<file path="src/rtl/ptc_pkg.sv">
package ptc_pkg;

    localparam int QBITS = 36;
    localparam int DBITS = 41;
    localparam int NBITS = 76;
    localparam logic [11:0] PR_SCALE = 12'd3125;

    localparam logic [1:0] REG_TEMP_CAL = 2'd0;
    localparam logic [1:0] REG_CAL_A    = 2'd1;
    localparam logic [1:0] REG_CAL_B    = 2'd2;
    localparam logic [1:0] REG_CAL_C    = 2'd3;

    typedef struct packed {
        logic [19:0] raw_temperature;
        logic [19:0] raw_pressure;
    } t_in_item;

    typedef struct packed {
        logic signed [15:0] temperature_centi;
        logic signed [31:0] fine_temperature;
        logic [31:0]        pressure_q24_8;
        logic               pressure_valid;
    } t_out_item;

    typedef struct packed {
        logic               vld;
        logic [DBITS-1:0]   rem;
        logic [QBITS-1:0]   nlow;
        logic [QBITS-1:0]   quo;
        logic [DBITS-1:0]   dmag;
        logic               neg;
        logic               zero;
        logic               ovf;
        logic signed [15:0] tc;
        logic signed [31:0] fine;
    } t_div_slot;

endpackage

</file>
<file path="src/rtl/ptc_div_cell.sv">
module ptc_div_cell (
    input  logic                i_clk,
    input  logic                i_rst_n,
    input  ptc_pkg::t_div_slot  i_slot,
    output ptc_pkg::t_div_slot  o_slot
);

    logic [ptc_pkg::DBITS:0] w_part;
    logic [ptc_pkg::DBITS:0] w_diff;
    logic                    w_ge;
    ptc_pkg::t_div_slot      n_slot;
    ptc_pkg::t_div_slot      r_slot;

    assign w_part = {i_slot.rem, i_slot.nlow[ptc_pkg::QBITS-1]};
    assign w_diff = w_part - {1'b0, i_slot.dmag};
    assign w_ge   = (w_part >= {1'b0, i_slot.dmag});

    always_comb begin
        n_slot      = i_slot;
        n_slot.rem  = w_ge ? w_diff[ptc_pkg::DBITS-1:0] : w_part[ptc_pkg::DBITS-1:0];
        n_slot.nlow = {i_slot.nlow[ptc_pkg::QBITS-2:0], 1'b0};
        n_slot.quo  = {i_slot.quo[ptc_pkg::QBITS-2:0], w_ge};
    end

    always_ff @(posedge i_clk) begin
        if (!i_rst_n) begin
            r_slot <= '0;
        end else begin
            r_slot <= n_slot;
        end
    end

    assign o_slot = r_slot;

`ifndef SYNTHESIS
    a_rem_below_div: assert property (@(posedge i_clk) disable iff (!i_rst_n)
        (r_slot.vld && !r_slot.ovf) |-> (r_slot.rem < r_slot.dmag))
        else $error("Partial remainder reached the divisor.");
`endif

endmodule

</file>
<file path="config.mk">
export PLATFORM = sky130hd
export DESIGN_NAME = ptc_div_cell
export DESIGN_NICKNAME = d
export VERILOG_FILES = /design/src/rtl/ptc_pkg.sv /design/src/rtl/ptc_div_cell.sv
export SDC_FILE = /design/constraint.sdc
export NUM_CORES = 1
export LEC_CHECK = 0
export ABC_AREA = 1
export BUFFER_PORTS_ARGS = -buffer_cell sky130_fd_sc_hd__buf_2
export CAP_MARGIN = 30
export CORE_AREA = 2 2 159 161
export DETAILED_ROUTE_END_ITERATION = 12
export DIE_AREA = 0 0 161 163
export HOLD_SLACK_MARGIN = 0.06
export PLACE_DENSITY = 0.65
export SLEW_MARGIN = 20
export SYNTH_ARGS = -nofsm -noshare
export SYNTH_HDL_FRONTEND = slang
export SYNTH_SLANG_ARGS = --single-unit
</file>
<file path="constraint.sdc">
create_clock -name i_clk -period 2.75 [get_ports i_clk]
set_clock_uncertainty 0.1 [all_clocks]
set_input_delay 0.825 -clock i_clk [delete_from_list [all_inputs] [get_ports i_clk]]
set_output_delay 0.825 -clock i_clk [all_outputs]
set_load 0.03 [all_outputs]
</file>
==> out/qor.yml, run 1 <==
outcome:
  status: "finished clean"
synthesis:
  yosysSeqAreaShare_pct: 42.9
  yosysWarnings: 0
  syn_area_um2: 9570
  syn_inst: 1452
  avgSynthCellArea_um2: 6.59
  ys_ff_latch: 205
  synth_cell_types: 33
  syn_nets: 1702
route:
  drtIter0Drc: 570
  ant_nets: 0
  wl_per_cell_um: 13.3
  vias: 9713
  drc: 0
  first_pass_iters: 5
  drt_wl_total_mm: 30.7
  viasPerCell: 4.21
cells_and_area:
  nets: 2211
  largest_register_ffs: 205
  areaGrowthSynthToFinish_pct: 40.9
  layout_common_cells: "515 x nand2_1, 410 x buf_2, 364 x inv_1"
  nFillCells: 2490
  final_cells: 2309
  drive_gt1_share_pct: 28.6
  layout_commonest_cell: "nand2_1"
  fin_util_pct: 54.6
cts:
  cts-resized-gates: 0
  cts_inserted_buffers: 22
  clk_pin_slew_ns: 0.06
  cts_sinks: 205
  h-tree-depth: 1
  post-cts-setup-buffer-count: 0
  cts_tree: "built"
  ctsRootBufferMaster: "clkbuf_16"
  ctsHoldBuffers: 0
  cts_buffer_depth: 3
timing:
  setup_viol: 0
  setup_ws_ns: 0.355
  rsz0062_at_grt: "no"
  fmax_ghz: 0.418
  fin_crit_ns: 2.39
  timing.hold.ws_ns: 0.391
  hold_violations: 0
  drv_slew: 0
  period_share_pct: 87.1
critical_path:
  cp.required_ns: 3.07
  cp-end-kind: "register"
  cp_max_fo: 4
  setup.worst_path.class: "input pin to register"
  critPathArrivalTime_ns: 2.71
  cp-start-kind: "input pin"
pwr:
  seqPwrFrac_pct: 39.3
  power.total_mw: 8.22
  switching_share_pct: 31.0
  peakVddDrop_uv: 394
  p_per_area_nw_per_um2: 610
  share_comb_of_total_power_pct: 24.9
  p_int_mw: 5.67
  p_leak_nw: 8.89
  p_switching_mw: 2.55
  clkPwrFrac_pct: 35.8
placement:
  post-place-ws_ns: -0.159
  routabilityCongestion: 0.923
  port_buffers: 411
  dpl.cell_count: 2267
  dpl.hpwl_mm: 25.3
worst_hold_path:
  min_to: "o_slot[39]$_SDFF_PN0_"
  min-delay-path-class: "input pin to register"
  holdPathStages: 3
  hold_path.startpoint: "i_slot[39]"
global_route:
  grt_pass1_vias: 9389
  overflow: 0
  grt_max_degree: 94
  grt_pass1_wl_mm: 47.3
  antenna_found_initial: 5
  track_usage_pct: 22.6
job:
  cap_violations: 0
floorplan:
  ios: 414
  die_h_um: 163
  initial_core_util_pct: 38.8
  num_rows: 58
  core_area_um2: 24700
  die_x_um: 161
  die_area_um2: 26200
## routing by layer
| layer | track usage [%] | vias up | wire length, um |
|---|---|---|---|
| met5 | 0 | - | 41 |
| met4 | 5.44 | 6 | 619 |
| met3 | 4.56 | 50 | 1880 |
| met2 | 40.4 | 269 | 14800 |
| met1 | 27.9 | 4212 | 13400 |
| li1 | - | 5176 | - |
## layout make-up
cell class | count | area [um^2] | area share (%)
inverters | 365 | 1370 | 10.2
clock buffers | 31 | 614 | 4.56
multi-input cells | 850 | 3920 | 29.1
clock inverters | 9 | 111 | 0.826
repair buffers | 517 | 2930 | 21.8
diodes | 2 | 5.00 | 0.0371
flip-flops and latches | 205 | 4100 | 30.5
well taps | 330 | 413 | 3.06
## worst max-delay path, stage by stage
cell	delay, ns
buf_2	0.10
inv_1	0.04
ha_1	0.13
inv_1	0.06
fa_1	0.44
nand2_1	0.09
nand3_1	0.08
nand3_1	0.08
nand2_1	0.11
nand2_1	0.09
nand3_1	0.20
nand2_1	0.18
nand2_1	0.06
nand2_1	0.06
nand3_1	0.08
nand2_1	0.07
inv_1	0.03
## cell usage after synthesis, drive strengths merged
| cell type | number | area share [%] |
|---|---|---|
| a21oi | 29 | 1.5 |
| a21o | 3 | 0.24 |
| o21bai | 4 | 0.31 |
| nand4 | 2 | 0.13 |
| ha | 41 | 5.4 |
| nand3b | 6 | 0.47 |
| and3 | 1 | 0.065 |
| dfxtp | 205 | 43 |
| nand2 | 520 | 21 |
| conb | 1 | 0.039 |
| nor3 | 2 | 0.10 |
| nand3 | 40 | 2.2 |
| a21boi | 1 | 0.079 |
| nor2 | 142 | 5.7 |
| and2 | 2 | 0.13 |
| clkbuf | 18 | 0.71 |
| or2 | 1 | 0.065 |
| inv | 365 | 14 |
| fa | 1 | 0.21 |
| o21ai | 31 | 1.6 |
| buf | 14 | 1.0 |
| xor2 | 23 | 2.1 |
## through the flow
step	area [um^2]	setup TNS, ns
3_3_place_gp	12700	-2.84
2_1_floorplan	9570	0
5_1_grt	13500	0
3_5_place_dp	12700	-3.36
4_1_cts	13500	0
6_report	13500	0
## cells by family after synthesis
kind of cell | Yosys count | share of synthesized area, %
buffers and inverters | 397 | 16.1
other | 1 | 0.0392
AND/OR/NAND/NOR | 716 | 29.5
XOR/XNOR | 23 | 2.11
adder cells (fa/ha/maj) | 42 | 5.57
flip-flops | 205 | 42.9
AO/OA/AOI/OAI | 68 | 3.77
## power by group through the flow
| stage | Clock, mW | Combinational [mW] | Sequential [mW] |
|---|---|---|---|
| 3_3_place_gp | 0 | 2.04 | 3.29 |
| 4_1_cts | 3.03 | 2.06 | 3.23 |
| 6_report | 2.94 | 2.05 | 3.23 |
| 2_1_floorplan | 0 | 0.806 | 3.73 |
| 5_1_grt | 3.13 | 2.27 | 3.25 |
| 3_5_place_dp | 0 | 2.05 | 3.29 |
## how the worst max path moves through the flow
stage,from,to,slack [ns],depth (start not counted)
2_1_floorplan,i_slot[163],o_slot[184]$_SDFF_PN0_,0.15,14
3_3_place_gp,i_slot[163],o_slot[204]$_SDFF_PN0_,-0.14,17
3_5_place_dp,i_slot[163],o_slot[204]$_SDFF_PN0_,-0.16,17
4_1_cts,i_slot[163],o_slot[179]$_SDFF_PN0_,0.39,14
5_1_grt,i_slot[163],o_slot[204]$_SDFF_PN0_,0.17,17
6_report,i_slot[163],o_slot[204]$_SDFF_PN0_,0.36,17
Power figures use the tool's default switching activity.
==> inputs of run 2 (changes only) <==
Settings changed: CORE_AREA 2 2 159 161 to 3 3 160 162, CTS_BUF_LIST set to sky130_fd_sc_hd__clkbuf_2 sky130_fd_sc_hd__clkbuf_4 sky130_fd_sc_hd__clkbuf_8, CTS_CLUSTER_DIAMETER set to 30, DIE_AREA 0 0 161 163 to 0 0 163 165.
==> out/qor.yml, run 2 (synthesized netlist as in run 1, its figures left out) <==
floorplan:
  die_x_um: 163  # +1.2%
  die_area_um2: 26900  # +2.5%
  die_h_um: 165  # +1.2%
  core_area_um2: 24200  # -1.7%
  ios: 414  # unchanged
  num_rows: 57  # -1.7%
  initial_core_util_pct: 39.4  # +0.68 points
cts:
  ctsRootBufferMaster: "clkbuf_8"
  cts_buffer_depth: 3  # unchanged
  ctsHoldBuffers: 0  # unchanged
  cts-resized-gates: 0  # unchanged
  clk_pin_slew_ns: 0.06  # about the same
  post-cts-setup-buffer-count: 0  # unchanged
  cts_tree: "built"
  cts_inserted_buffers: 46  # +110%
  cts_sinks: 205  # unchanged
  h-tree-depth: 2  # +1
critical_path:
  cp_max_fo: 13  # +9
  crit_slowest_cell: "ha_1"
  cp-start-kind: "input pin"
  cp_slowest_stage_delay_ns: 0.31  # -0.13 ns
  cp-end-kind: "register"
  critPathTopFamily: "simple AND/OR/NAND/NOR gates"
  critPathBufInv: 3  # -1
  critPathArrivalTime_ns: 2.76  # +0.05 ns
  setup.worst_path.class: "input pin to register"
  worstPathCellList: "buf_2, inv_1, ha_1, nand2_1, nor2_1, nand2_1, nor2_2, and3_1, nor2_2, nand2_4, buf_4, o21ai_0, nor2_1"
  cp.required_ns: 3.12  # +0.05 ns
timing:
  drv_slew: 0  # unchanged
  setup_viol: 0  # unchanged
  fin_crit_ns: 2.39  # -0.00168 ns
  rsz0062_at_grt: "no"
  hold_violations: 0  # unchanged
  fmax_ghz: 0.418  # about the same
  timing.hold.ws_ns: 0.354  # -0.0369 ns
  period_share_pct: 87.0  # about the same
cells_and_area:
  fin_util_pct: 57.6  # +3.0 points
  nets: 2254  # +1.9%
  largest_register_ffs: 205  # unchanged
  nFillCells: 2387  # -4.1%
  layout_common_cells: "515 x nand2_1, 410 x buf_2, 364 x inv_1"
  register_area_um2: 4100  # unchanged
  multi_input_area_um2: 3920  # unchanged
  drive_gt1_share_pct: 31.1  # +2.5 points
  areaGrowthSynthToFinish_pct: 46.1
  layout_commonest_cell: "nand2_1"
  final_cells: 2366  # +2.5%
placement:
  dpl.hpwl_mm: 25.7  # +1.7%
  dpl.cell_count: 2280  # +0.57%
  port_buffers: 411  # unchanged
  routabilityCongestion: 0.923  # about the same
pwr:
  p_leak_nw: 9.20  # +3.5%
  p_int_mw: 6.46  # +14%
  p_switching_mw: 2.79  # +9.4%
  seqPwrFrac_pct: 34.9  # -4.4 points
  switching_share_pct: 30.1  # -0.86 points
  share_comb_of_total_power_pct: 22.6  # -2.3 points
  clkPwrFrac_pct: 42.5  # +6.7 points
  peakVddDrop_uv: 538  # +37%
  p_per_area_nw_per_um2: 662  # +8.5%
global_route:
  busiest_layer: "met2"
  overflow: 0  # unchanged
  antenna_found_initial: 6  # +1
  met1_usage_pct: 26.5  # -1.5 points
  use_met3_pct: 5.17  # +0.61 points
  use_met2_pct: 39.3  # -1.1 points
  track_usage_pct: 22.3  # -0.28 points
  grt_pass1_wl_mm: 47.4  # +0.22%
  grt_max_degree: 89  # -5.3%
  grt_pass1_vias: 9604  # +2.3%
route:
  ant_nets: 0  # unchanged
  first_pass_iters: 5  # unchanged
  viasPerCell: 4.27  # +1.6%
  drt_wl_total_mm: 31.8  # +3.5%
  wl_per_cell_um: 13.4  # +1.0%
  drtIter0Drc: 487  # -15%
  drc: 0  # unchanged
  vias: 10100  # +4.1%
worst_hold_path:
  min-delay-path-class: "input pin to register"
job:
  cap_violations: 0  # unchanged
outcome:
  status: "finished clean"
run 2: tightest hold or removal path, stage by stage:
cell and delay, ns:
buf_2 0.07, nand2_1 0.04, inv_1 0.04
run 2: area by class of cell:
type | instances | area share, %
Tap cell | 324 | 2.90
Multi-Input combinational cell | 850 | 28.1
Inverter | 365 | 9.80
Clock inverter | 22 | 2.11
Antenna cell | 2 | 0.0358
Clock buffer | 62 | 5.79
Timing Repair Buffer | 536 | 21.9
Sequential cell | 205 | 29.4
run 2: final timing paths:
path               startpoint                     end  slack, ns  depth (start not counted)
hold / removal    i_slot[133]  o_slot[134]$_SDFF_PN0_       0.35                          3
setup / recovery   i_slot[68]  o_slot[167]$_SDFF_PN0_       0.36                         13
run 2: power groups by stage:
stage	registers (mW)	clock network, mW	logic, mW
2_1_floorplan	3.73	0	0.806
3_3_place_gp	3.29	0	2.08
3_5_place_dp	3.29	0	2.09
4_1_cts	3.23	4.03	2.11
5_1_grt	3.25	4.19	2.31
6_report	3.23	3.93	2.09
run 2: layer usage:
metal	wire length [um]	vias up
li1	-	5279
met1	13000	4400
met2	15500	356
met3	2260	72
met4	969	6
met5	41	-
run 2: stage by stage:
stage	setup TNS, ns	setup slack, ns	cell area (um^2)	power (mW)
after global routing	0	0.160	14000	9.75
final	0	0.357	14000	9.25
after global placement	-3.59	-0.146	12900	5.36
after CTS	0	0.380	14000	9.37
after floorplan	0	0.149	9570	4.54
after detailed placement	-5.61	-0.188	12900	5.38
==> inputs of run 3 (changes only) <==
Settings changed: GPL_TIMING_DRIVEN set to 0.
==> out/qor.yml, run 3 (synthesized netlist as in run 1, its figures left out) <==
cts:
  cts_buffer_depth: 3  # unchanged
  cts_tree: "built"
  cts_sinks: 205  # unchanged
  clk_pin_slew_ns: 0.06  # about the same
  cts-resized-gates: 0  # unchanged
  cts_inserted_buffers: 45  # -2.2%
  h-tree-depth: 2  # unchanged
  ctsRootBufferMaster: "clkbuf_8"
  post-cts-setup-buffer-count: 0  # unchanged
  ctsHoldBuffers: 0  # unchanged
route:
  ant_nets: 0  # unchanged
  drc: 0  # unchanged
  drt_wl_total_mm: 32.2  # +1.2%
  viasPerCell: 4.30  # +0.54%
  first_pass_iters: 5  # unchanged
  drtIter0Drc: 516  # +6.0%
  wl_per_cell_um: 14.2  # +5.6%
  vias: 9742  # -3.7%
pwr:
  p_leak_nw: 8.59  # -6.7%
  p_per_area_nw_per_um2: 678  # +2.5%
  peakVddDrop_uv: 477  # -11%
cells_and_area:
  areaGrowthSynthToFinish_pct: 36.6
  largest_register_ffs: 205  # unchanged
  drive_gt1_share_pct: 26.5  # -4.6 points
  layout_commonest_cell: "nand2_1"
  nets: 2159  # -4.2%
  layout_common_cells: "515 x nand2_1, 414 x buf_2, 364 x inv_1"
  antenna_cells: 0  # -2
  final_cells: 2267  # -4.2%
timing:
  rsz0062_at_grt: "no"
  hold_violations: 0  # unchanged
  setup_ws_ns: 0.218  # -0.139 ns
  worst_slew_pin_slew_ns: 0.806
  timing.hold.ws_ns: 0.350  # -0.00433 ns
  finalSetupTns_ns: 0  # unchanged
  drv_slew: 0  # unchanged
  fmax_ghz: 0.395  # -5.5%
  period_share_pct: 92.1  # +5.0 points
  maxSlewHeadroom_pct: 46.3
  fin_crit_ns: 2.53  # +0.139 ns
  setup_viol: 0  # unchanged
critical_path:
  cp_max_fo: 10  # -3
  cp-startpoint: "i_slot[51]"
  cp-end-kind: "register"
  cp_slowest_stage_delay_ns: 0.46  # +0.15 ns
  setup.worst_path.class: "input pin to register"
  critPathArrivalTime_ns: 2.91  # +0.15 ns
  cp-start-kind: "input pin"
  cp.required_ns: 3.13  # about the same
  crit_slowest_cell: "fa_1"
  worstPathCellList: "buf_2, ha_1, inv_1, fa_1, nand3_1, nand3_2, nand2_1, nand3_2, nand2_2, nand2_4, inv_2, buf_2, nor2_1, nor2_1"
placement:
  dpl.cell_count: 2186  # -4.1%
  port_buffers: 410  # -0.24%
  post-place-ws_ns: -0.336  # -0.148 ns
  routabilityCongestion: 0.927  # +0.44%
  dpl.hpwl_mm: 26.5  # +2.9%
global_route:
  met1_usage_pct: 26.9  # +0.47 points
  grt_pass1_wl_mm: 48.0  # +1.2%
  use_met3_pct: 5.72  # +0.55 points
  antenna_found_initial: 3  # -3
  busiest_layer: "met2"
  overflow: 0  # unchanged
  use_met2_pct: 39.9  # +0.61 points
  grt_pass1_vias: 9358  # -2.6%
  grt_max_degree: 14  # -84%
  track_usage_pct: 22.7  # +0.40 points
floorplan:
  die_h_um: 165  # unchanged
  ios: 414  # unchanged
  die_area_um2: 26900  # unchanged
  die_x_um: 163  # unchanged
  initial_core_util_pct: 39.4  # unchanged
  num_rows: 57  # unchanged
  core_area_um2: 24200  # unchanged
outcome:
  status: "finished clean"
worst_hold_path:
  min-delay-path-class: "input pin to register"
  hold_path.startpoint: "i_slot[63]"
job:
  cap_violations: 0  # unchanged
-- run 3: where the power goes --
group	leakage (nW)	total [mW]	internal, mW	switching [mW]
Sequential	1.71	3.23	3.18	0.0453
Combinational	6.36	1.90	0.600	1.30
Clock	0.521	3.74	2.30	1.44
-- run 3: final cells by class --
type	instances	area, um^2
fill	2426	11200
sequential	205	4100
multi-input combinational	850	3920
timing repair buffer	410	2050
inverter	365	1370
clock buffer	58	748
tap	324	405
clock inverter	23	292
buffer	32	168
-- run 3: through the flow --
| stage | instance area [um^2] | total power [mW] | util (%) |
|---|---|---|---|
| CTS | 13100 | 8.97 | 53.9 |
| global placement | 12000 | 5.17 | 49.6 |
| floorplan | 9570 | 4.54 | - |
| detailed placement | 12000 | 5.18 | 49.6 |
| global route | 13100 | 9.35 | 53.9 |
| finish | 13100 | 8.86 | 53.9 |
-- run 3: final timing paths --
path / to / slack (ns) / depth (start not counted)
min: o_slot[63]$_SDFF_PN0_ / 0.35 / 3
max: o_slot[179]$_SDFF_PN0_ / 0.22 / 14
-- run 3: metal layers --
metal,vias up,share of wire [%]
met3,62,6.9
li1,5090,-
met5,-,0.15
met1,4238,42
met4,6,2.7
met2,346,49
-- run 3: critical path: cells and delay by family --
family / cells / cell delay [ns]
and+or+nand+nor: 8 / 0.83
adders and majority gates: 2 / 0.62
buffers and inverters: 4 / 0.63
